## config.mk

```make
export PLATFORM = sky130hd
export DESIGN_NAME = ntc_thermistor_temperature_core
export DESIGN_NICKNAME = d
export VERILOG_FILES = /design/src/rtl/core/ntc_pkg.sv /design/src/rtl/core/ntc_divider.sv /design/src/rtl/core/ntc_thermistor_temperature_core.sv
export SDC_FILE = /design/constraint.sdc
export NUM_CORES = 1
export LEC_CHECK = 0
export BUFFER_PORTS_ARGS = -buffer_cell sky130_fd_sc_hd__buf_2
export CAP_MARGIN = 15
export CORE_MARGIN = 2
export CORE_UTILIZATION = 60
export CTS_CLUSTER_DIAMETER = 40
export DETAILED_ROUTE_END_ITERATION = 8
export GPL_TIMING_DRIVEN = 0
export PLACE_DENSITY = 0.74
export SKIP_CTS_REPAIR_TIMING = 1
export SYNTH_ARGS = -nofsm -noshare
export SYNTH_HDL_FRONTEND = slang
export SYNTH_SLANG_ARGS = --single-unit
```

## constraint.sdc

```tcl
create_clock -name clk_i -period 8.9 [get_ports clk_i]
set_input_delay 0 -clock clk_i [delete_from_list [all_inputs] [get_ports clk_i]]
set_output_delay 0 -clock clk_i [all_outputs]
set_load 0.02 [all_outputs]
```

## src/rtl/core/ntc_pkg.sv

```systemverilog
// ntc_pkg: shared types, constants and the resistance table for the thermistor core
// used by ntc_divider and ntc_thermistor_temperature_core; no dependencies
`default_nettype none

package ntc_pkg;

  // divider widths: dividend covers r_fixed * mv, divisor covers the widest table span
  localparam int unsigned DIV_W = 30;
  localparam int unsigned DVS_W = 18;

  // resistance table geometry
  localparam int unsigned ROM_IDX_W = 6;
  localparam int unsigned ROM_W     = 18;

  // temperature scale in tenths of a degree
  localparam int unsigned TEMP_W       = 12;
  localparam logic [11:0] START_DECI_C = 12'hE70;  // -40.0 C
  localparam logic [11:0] STEP_DECI_C  = 12'd50;
  localparam int unsigned FRAC_W       = 6;

  // field widths
  localparam int unsigned SUPPLY_W = 13;
  localparam int unsigned RFIX_W   = 17;
  localparam int unsigned MV_W     = 14;

  // register indexes on the config port
  localparam logic REG_SUPPLY = 1'b0;
  localparam logic REG_RFIXED = 1'b1;

  // reset values of the registers
  localparam logic [12:0] SUPPLY_RST = 13'd3300;
  localparam logic [16:0] RFIXED_RST = 17'd10000;

  // request to the shared divider
  typedef struct packed {
    logic               start;
    logic [DIV_W-1:0]   dividend;
    logic [DVS_W-1:0]   divisor;
  } div_req_t;

  // status and result from the shared divider
  typedef struct packed {
    logic               busy;
    logic               done;
    logic [DIV_W-1:0]   quotient;
  } div_rsp_t;

  // descending thermistor resistance, -40 C in steps of 5 C; unused slots read 0
  function automatic logic [ROM_W-1:0] rom_ohms(input logic [ROM_IDX_W-1:0] idx);
    logic [ROM_W-1:0] val;
    case (idx)
      6'd0:    val = 18'd235831;
      6'd1:    val = 18'd173946;
      6'd2:    val = 18'd129917;
      6'd3:    val = 18'd98180;
      6'd4:    val = 18'd75022;
      6'd5:    val = 18'd57926;
      6'd6:    val = 18'd45168;
      6'd7:    val = 18'd35548;
      6'd8:    val = 18'd28224;
      6'd9:    val = 18'd22595;
      6'd10:   val = 18'd18231;
      6'd11:   val = 18'd14820;
      6'd12:   val = 18'd12133;
      6'd13:   val = 18'd10000;
      6'd14:   val = 18'd8295;
      6'd15:   val = 18'd6922;
      6'd16:   val = 18'd5810;
      6'd17:   val = 18'd4903;
      6'd18:   val = 18'd4160;
      6'd19:   val = 18'd3547;
      6'd20:   val = 18'd3039;
      6'd21:   val = 18'd2616;
      6'd22:   val = 18'd2261;
      6'd23:   val = 18'd1963;
      6'd24:   val = 18'd1711;
      6'd25:   val = 18'd1497;
      6'd26:   val = 18'd1315;
      6'd27:   val = 18'd1158;
      6'd28:   val = 18'd1024;
      6'd29:   val = 18'd909;
      6'd30:   val = 18'd809;
      6'd31:   val = 18'd722;
      6'd32:   val = 18'd646;
      6'd33:   val = 18'd580;
      default: val = '0;
    endcase
    return val;
  endfunction

endpackage

`default_nettype wire

```

## src/rtl/core/ntc_divider.sv

```systemverilog
// ntc_divider: restoring unsigned divider, one quotient bit per cycle
// depends on ntc_pkg for widths and the request/response structs
`default_nettype none

module ntc_divider
  import ntc_pkg::*;
(
  input  wire logic     clk_i,
  input  wire logic     rst_ni,
  input  wire div_req_t req_i,
  output div_rsp_t      rsp_o
);

  localparam int unsigned CNT_W = $clog2(DIV_W);

  logic             busy_q, busy_d;
  logic             done_q, done_d;
  logic [CNT_W-1:0] cnt_q, cnt_d;
  logic [DIV_W-1:0] quo_q, quo_d;
  logic [DVS_W-1:0] rem_q, rem_d;
  logic [DVS_W-1:0] dvs_q, dvs_d;

  // trial subtract of the shifted remainder
  logic [DVS_W:0] trial;
  logic           fits;

  assign trial = {rem_q, quo_q[DIV_W-1]};
  assign fits  = (trial >= {1'b0, dvs_q});

  // step control
  always_comb begin
    busy_d = busy_q;
    done_d = 1'b0;
    cnt_d  = cnt_q;
    quo_d  = quo_q;
    rem_d  = rem_q;
    dvs_d  = dvs_q;
    if (req_i.start) begin
      busy_d = 1'b1;
      cnt_d  = CNT_W'(DIV_W - 1);
      quo_d  = req_i.dividend;
      rem_d  = '0;
      dvs_d  = req_i.divisor;
    end else if (busy_q) begin
      quo_d = {quo_q[DIV_W-2:0], fits};
      rem_d = fits ? DVS_W'(trial - {1'b0, dvs_q}) : trial[DVS_W-1:0];
      if (cnt_q == '0) begin
        busy_d = 1'b0;
        done_d = 1'b1;
      end else begin
        cnt_d = cnt_q - 1'b1;
      end
    end
  end

  // control flops
  always_ff @(posedge clk_i or negedge rst_ni) begin
    if (!rst_ni) begin
      busy_q <= 1'b0;
      done_q <= 1'b0;
    end else begin
      busy_q <= busy_d;
      done_q <= done_d;
    end
  end

  // datapath flops
  always_ff @(posedge clk_i) begin
    cnt_q <= cnt_d;
    quo_q <= quo_d;
    rem_q <= rem_d;
    dvs_q <= dvs_d;
  end

  assign rsp_o.busy     = busy_q;
  assign rsp_o.done     = done_q;
  assign rsp_o.quotient = quo_q;

endmodule

`default_nettype wire

```

## src/rtl/core/ntc_thermistor_temperature_core.sv

```systemverilog
// ntc_thermistor_temperature_core: adc count to millivolts, ohms and temperature
// depends on ntc_pkg and ntc_divider
`default_nettype none

// One item at a time: an accepted adc count becomes millivolts, then the
// thermistor resistance through a serial divide, then a walk of the
// resistance table one interval per cycle, and finally a second divide on
// the shared divider that interpolates the temperature. When the voltage
// is out of range, ST_MUL passes the sample straight to ST_DONE.
// in_stall_o is high from acceptance until the result is loaded
// into the output register, which may still hold the previous unclaimed result
// while the next sample is computed. A failed table lookup keeps the last
// temperature with temperature_valid_o low; a voltage out of range reports
// ohms as -1 and clears the held temperature. No clearing pass after reset.

module ntc_thermistor_temperature_core
  import ntc_pkg::*;
#(
  parameter int unsigned TABLE_ENTRIES = 34
) (
  input  wire logic               clk_i,
  input  wire logic               rst_ni,
  // input item
  input  wire logic               in_valid_i,
  output logic                    in_stall_o,
  input  wire logic signed [15:0] adc_count_i,
  // result item
  output logic                    out_valid_o,
  input  wire logic               out_stall_i,
  output logic signed [13:0]      sample_millivolts_o,
  output logic signed [29:0]      thermistor_ohms_o,
  output logic signed [11:0]      temperature_deci_c_o,
  output logic                    temperature_valid_o,
  // config port
  input  wire logic               psel,
  input  wire logic               penable,
  input  wire logic               pwrite,
  input  wire logic [2:0]         paddr,
  input  wire logic [31:0]        pwdata,
  output logic [31:0]             prdata,
  output logic                    pready
);

  localparam int unsigned IDX_W = (TABLE_ENTRIES > 2) ? $clog2(TABLE_ENTRIES - 1) : 1;
  localparam logic [ROM_IDX_W-1:0] LAST_ROM = ROM_IDX_W'(TABLE_ENTRIES - 1);
  localparam logic [IDX_W-1:0]     LAST_SEG = IDX_W'(TABLE_ENTRIES - 2);

  typedef enum logic [7:0] {
    ST_IDLE  = 8'b0000_0001,
    ST_MUL   = 8'b0000_0010,
    ST_DIV1  = 8'b0000_0100,
    ST_CHECK = 8'b0000_1000,
    ST_WALK  = 8'b0001_0000,
    ST_FRAC  = 8'b0010_0000,
    ST_DIV2  = 8'b0100_0000,
    ST_DONE  = 8'b1000_0000
  } state_e;

  state_e state_q, state_d;

  // config registers
  logic [SUPPLY_W-1:0] supply_q;
  logic [RFIX_W-1:0]   rfixed_q;
  logic                cfg_wr;

  // per-item working registers
  logic signed [MV_W-1:0] mv_q, mv_d;
  logic [DIV_W-1:0]       ohms_q, ohms_d;
  logic [IDX_W-1:0]       idx_q, idx_d;
  logic [ROM_W-1:0]       pos_q, pos_d;
  logic [ROM_W-1:0]       span_q, span_d;
  logic [FRAC_W-1:0]      frac_q, frac_d;
  logic                   range_ok_q, range_ok_d;
  logic                   lookup_ok_q, lookup_ok_d;
  logic [TEMP_W-1:0]      held_q, held_d;

  // output register
  logic                   out_valid_q, out_valid_d;
  logic [MV_W-1:0]        out_mv_q;
  logic [DIV_W-1:0]       out_ohms_q;
  logic [TEMP_W-1:0]      out_temp_q;
  logic                   out_tv_q;
  logic                   out_load;

  div_req_t div_req;
  div_rsp_t div_rsp;

  // config write and read
  assign pready = 1'b1;
  assign cfg_wr = psel & penable & pwrite;

  always_ff @(posedge clk_i or negedge rst_ni) begin
    if (!rst_ni) begin
      supply_q <= SUPPLY_RST;
      rfixed_q <= RFIXED_RST;
    end else if (cfg_wr) begin
      case (paddr[2])
        REG_SUPPLY: supply_q <= pwdata[SUPPLY_W-1:0];
        REG_RFIXED: rfixed_q <= pwdata[RFIX_W-1:0];
        default:    supply_q <= supply_q;
      endcase
    end
  end

  always_comb begin
    case (paddr[2])
      REG_SUPPLY: prdata = 32'(supply_q);
      REG_RFIXED: prdata = 32'(rfixed_q);
      default:    prdata = '0;
    endcase
  end

  // millivolts: count/8 rounded half away from zero
  logic [16:0]    cnt_abs;
  logic [13:0]    mv_mag;
  logic [MV_W-1:0] mv_in;

  assign cnt_abs = adc_count_i[15] ? 17'(-$signed({adc_count_i[15], adc_count_i}))
                                   : 17'({1'b0, adc_count_i});
  assign mv_mag  = 14'((cnt_abs + 17'd4) >> 3);
  assign mv_in   = adc_count_i[15] ? 14'(-mv_mag) : mv_mag;

  // range check and divide operands
  logic                in_range;
  logic [SUPPLY_W-1:0] mv_pos;

  assign mv_pos   = mv_q[SUPPLY_W-1:0];
  assign in_range = (mv_q > 14'sd0) && (mv_pos < supply_q);

  // table reads for the bounds check and the current interval
  logic [ROM_W-1:0] rom_first, rom_last, rom_hi, rom_lo;
  logic             seg_hit;

  assign rom_first = rom_ohms('0);
  assign rom_last  = rom_ohms(LAST_ROM);
  assign rom_hi    = rom_ohms(ROM_IDX_W'(idx_q));
  assign rom_lo    = rom_ohms(ROM_IDX_W'(idx_q) + 1'b1);
  assign seg_hit   = (ohms_q <= DIV_W'(rom_hi)) && (ohms_q >= DIV_W'(rom_lo))
                   && (rom_hi > rom_lo);

  // interpolated temperature, wraps to 12 bits
  logic [TEMP_W-1:0] temp_calc;
  assign temp_calc = START_DECI_C + TEMP_W'(TEMP_W'(idx_q) * STEP_DECI_C)
                   + TEMP_W'(frac_q);

  assign out_load = (state_q == ST_DONE) && (!out_valid_q || !out_stall_i);

  // sequencer
  always_comb begin
    state_d      = state_q;
    mv_d         = mv_q;
    ohms_d       = ohms_q;
    idx_d        = idx_q;
    pos_d        = pos_q;
    span_d       = span_q;
    frac_d       = frac_q;
    range_ok_d   = range_ok_q;
    lookup_ok_d  = lookup_ok_q;
    div_req      = '0;
    case (state_q)
      ST_IDLE: begin
        if (in_valid_i) begin
          mv_d    = mv_in;
          state_d = ST_MUL;
        end
      end
      ST_MUL: begin
        range_ok_d  = in_range;
        lookup_ok_d = 1'b0;
        if (in_range) begin
          div_req.start    = 1'b1;
          div_req.dividend = DIV_W'(rfixed_q * mv_pos);
          div_req.divisor  = DVS_W'(supply_q - mv_pos);
          state_d          = ST_DIV1;
        end else begin
          state_d = ST_DONE;
        end
      end
      ST_DIV1: begin
        if (div_rsp.done) begin
          ohms_d  = div_rsp.quotient;
          state_d = ST_CHECK;
        end
      end
      ST_CHECK: begin
        idx_d = '0;
        if ((ohms_q == '0) || (ohms_q > DIV_W'(rom_first)) ||
            (ohms_q < DIV_W'(rom_last))) begin
          state_d = ST_DONE;
        end else begin
          state_d = ST_WALK;
        end
      end
      ST_WALK: begin
        if (seg_hit) begin
          pos_d   = rom_hi - ohms_q[ROM_W-1:0];
          span_d  = rom_hi - rom_lo;
          state_d = ST_FRAC;
        end else if (idx_q == LAST_SEG) begin
          state_d = ST_DONE;
        end else begin
          idx_d = idx_q + 1'b1;
        end
      end
      ST_FRAC: begin
        div_req.start    = 1'b1;
        div_req.dividend = DIV_W'(pos_q) * DIV_W'(STEP_DECI_C) + DIV_W'(span_q >> 1);
        div_req.divisor  = DVS_W'(span_q);
        state_d          = ST_DIV2;
      end
      ST_DIV2: begin
        if (div_rsp.done) begin
          frac_d      = div_rsp.quotient[FRAC_W-1:0];
          lookup_ok_d = 1'b1;
          state_d     = ST_DONE;
        end
      end
      ST_DONE: begin
        if (out_load) begin
          state_d = ST_IDLE;
        end
      end
      default: state_d = ST_IDLE;
    endcase
  end

  // held temperature update at result time
  always_comb begin
    held_d = held_q;
    if (out_load) begin
      if (!range_ok_q) begin
        held_d = '0;
      end else if (lookup_ok_q) begin
        held_d = temp_calc;
      end
    end
  end

  // output valid
  always_comb begin
    out_valid_d = out_valid_q;
    if (out_load) begin
      out_valid_d = 1'b1;
    end else if (out_valid_q && !out_stall_i) begin
      out_valid_d = 1'b0;
    end
  end

  // control flops
  always_ff @(posedge clk_i or negedge rst_ni) begin
    if (!rst_ni) begin
      state_q     <= ST_IDLE;
      held_q      <= '0;
      out_valid_q <= 1'b0;
    end else begin
      state_q     <= state_d;
      held_q      <= held_d;
      out_valid_q <= out_valid_d;
    end
  end

  // working and result payload flops
  always_ff @(posedge clk_i) begin
    mv_q        <= mv_d;
    ohms_q      <= ohms_d;
    idx_q       <= idx_d;
    pos_q       <= pos_d;
    span_q      <= span_d;
    frac_q      <= frac_d;
    range_ok_q  <= range_ok_d;
    lookup_ok_q <= lookup_ok_d;
    if (out_load) begin
      out_mv_q   <= mv_q;
      out_ohms_q <= range_ok_q ? ohms_q : '1;
      out_temp_q <= held_d;
      out_tv_q   <= range_ok_q & lookup_ok_q;
    end
  end

  // shared divider
  ntc_divider u_div (
    .clk_i  (clk_i),
    .rst_ni (rst_ni),
    .req_i  (div_req),
    .rsp_o  (div_rsp)
  );

  assign in_stall_o           = (state_q != ST_IDLE);
  assign out_valid_o          = out_valid_q;
  assign sample_millivolts_o  = out_mv_q;
  assign thermistor_ohms_o    = out_ohms_q;
  assign temperature_deci_c_o = out_temp_q;
  assign temperature_valid_o  = out_tv_q;

`ifndef SYNTHESIS
  // divider never runs while the sequencer waits for an item
  assert property (@(posedge clk_i) disable iff (!rst_ni)
    (state_q == ST_IDLE) |-> !div_rsp.busy)
    else $error("divider busy while idle");

  // a valid temperature needs a positive voltage and a real resistance
  assert property (@(posedge clk_i) disable iff (!rst_ni)
    (out_valid_o && temperature_valid_o) |->
      (sample_millivolts_o > 14'sd0) && (thermistor_ohms_o != -30'sd1))
    else $error("valid temperature from out of range voltage");

  // out of range voltage reports a cleared temperature
  assert property (@(posedge clk_i) disable iff (!rst_ni)
    (out_valid_o && (thermistor_ohms_o == -30'sd1)) |->
      (temperature_deci_c_o == 12'sd0) && !temperature_valid_o)
    else $error("out of range voltage did not clear temperature");
`endif

endmodule

`default_nettype wire
```

==> impl_metrics.yaml <==
status:
  status: "finished with violations"
  violations: "hold timing"
global_route:
  grt_pass1_wl_um: 135000
  grt_antenna_before_repair: 1
  grt_max_degree: 47
  groute.usage.overall: 0.348
  grt_pass1_vias: 24759
  grt_overflow_total: 0
final_layout:
  num-nets-final: 3948
  n_antenna_cell: 0
  drive_gt1_frac: 0.0936
  syn_to_final_growth_pct: 11.9
  layout.cells.non_filler: 4054
  postLayoutCoreUtil: 0.680
route:
  dr.pass1.iters: 8
  dr_total_vias: 24712
  route.final.wire_length_um: 87000
  drc: 0
  ant_nets: 0
  wire_per_inst_um: 21.5
  via_per_inst: 6.10
  drtIter0Drc: 2494
synthesis:
  yosysWarnings: 0
  ys_top_cells_by_area: "edfxtp_1 21%, ha_1 13%, fa_1 13%"
  synth_edf_count: 199
  synth_ff_type: "edfxtp_1"
  yosys-top-cells-count: "471 x inv_1, 345 x nand2_1, 306 x ha_1, 199 x edfxtp_1, 185 x fa_1"
  ys_types: 93
  yosys.area.top_type: "edfxtp_1"
  netlist_area_um2: 28900
  postSynthCellCount: 3191
  async_flop_share: 0.181
  synth_top_area_share: 0.207
  synth.most_common_cell: "inv_1"
  synth_seq_cells: 293
  yosysSeqAreaShare: 0.281
  syn_area_per_cell_um2: 9.07
worst_setup_path:
  reg2reg_slack_ps: 430
  reg2reg_from: "idx_q[1]"
  path_class: "reg -> reg"
  cp-end-kind: "flop"
  worstRegToRegCells: 27
  required_ps: 9380
  crit_path_max_fanout: 12
  cp.arrival_ps: 8950
  start_kind: "flop"
  timing.rr.end: "rom_hi[4]"
floorplanning:
  start_util: 0.607
  dieWidth_um: 224
  rows: 80
  die_h_um: 224
  die_area_um2: 50000
  io_pins: 150
  core_area_um2: 47600
sta:
  finalHoldViolCount: 5
  min_period_ps: 8470
  worstMarginPinSlew_ps: 1120
  post-route-period-util: 0.952
  finalSetupTns_ps: 0
  fmax_mhz: 118
  rsz0062_at_grt: "false"
  clock_skew_ps: 31.6
  maxSlewHeadroom: 0.246
  whs_ps: -26.7
  setup_violations: 0
  drv_slew: 0
run:
  max-cap-violations: 0
min_path:
  hold-path-endpoint: "supply_q[0]"
  hold_path_class: "in -> reg"
  min-delay-start: "pwrite"
  min_path_cells: 3
clock_tree:
  cts.sinks: 293
  clock_path_buffers: 3
  clkTransAtPathRegs_ps: 60
  worst_skew_pair.late_latency_ps: 610
  cts_made_buffers: 48
  clockRootBuffer: "clkbuf_16"
  cts_htree_levels: 2
  cts_tree: "yes"
placed_design:
  placedCellCount: 3939
  hpwl_um: 67400
  portBuffers: 111
  place.gp.congestion: 0.967
-- cell usage in the layout, fill, tap and decap left out, drive strengths merged, types with 102 or more instances in the layout --
cell    Yosys  final
buf        36    155
o21ai     164    164
fa        185    185
ha        306    306
a21oi     163    163
clkbuf    100    158
nor2      156    156
inv       471    490
xnor2     102    102
and2      110    110
nand2     346    346
edfxtp    199    199
-- per-stage QoR --
step	setup WS (ps)	instance area (um2)	hold WS, ps
after detailed placement	795	30400	-16.1
after global routing	133	32400	-15.4
after floorplan	2610	29000	-296
final	428	32400	-26.7
after CTS	731	32100	-652
after global placement	228	30300	237
-- layout make-up --
| type | count | area, um2 |
|---|---|---|
| Clock inverter | 32 | 400 |
| Multi-Input combinational cell | 2304 | 18500 |
| Inverter | 472 | 1770 |
| Timing Repair Buffer | 144 | 928 |
| Tap cell | 615 | 769 |
| Fill cell | 3788 | 15300 |
| Sequential cell | 293 | 8140 |
| Clock buffer | 58 | 1280 |
| Buffer | 136 | 604 |
-- logic make-up after synthesis --
group,Yosys count,synth area share
AOI/OAI and AO/OA,659,0.147
xor gates and xnor gates,157,0.0490
adders and majority gates,492,0.261
buffers and inverters,608,0.0820
DFF,293,0.281
muxes,64,0.0246
other,2,0.000260
and+or+nand+nor,916,0.155
-- routing by layer --
layer	track usage	wire length (um)
met1	0.449	35600
met2	0.582	40900
met3	0.0435	5920
met4	0.170	4590
met5	0	13
-- how the worst max path moves through the flow --
stage                end      from  cells after the start
6_report       rom_hi[4]  idx_q[1]                     27
5_1_grt        rom_hi[1]  idx_q[0]                     24
4_1_cts        rom_hi[7]  idx_q[0]                     27
3_5_place_dp   rom_hi[7]  idx_q[0]                     27
3_3_place_gp   pos_q[17]  idx_q[1]                     20
2_1_floorplan   pos_q[0]  idx_q[0]                     20
-- sequential cells by signal, summed over array words and instances (netlist names), 13 cells and up --
name,count
mv_q,14
ohms_q,30
pos_q,18
rfixed_q,17
rom_hi,18
sample_millivolts_o,14
span_q,18
supply_q,13
thermistor_ohms_o,30
u_div.dvs_q,18
u_div.quo_q,30
u_div.rem_q,18
-- critical path, stage by stage, from the launching register on --
cell and delay [ps]:
edfxtp_1 540, ha_1 300, clkbuf_1 510, inv_1 280
ha_1 350, clkbuf_1 290, clkbuf_1 480, clkbuf_1 510
nor2_1 130, o21ai_0 220, o211ai_1 110, and3_1 240
ha_1 200, inv_1 70, fa_1 230, a211oi_1 100
o21ai_0 270, a21oi_1 220, o31a_1 390, nor4_1 970
nor2_1 230, nor2_4 350, inv_1 190, ha_1 320
inv_1 140, mux2i_1 80, a211o_1 300, a31oi_1 330
Power is left out: the tool's default activity adds up to more than one toggle a clock period on the data nets, which glitch-free logic cannot reach.
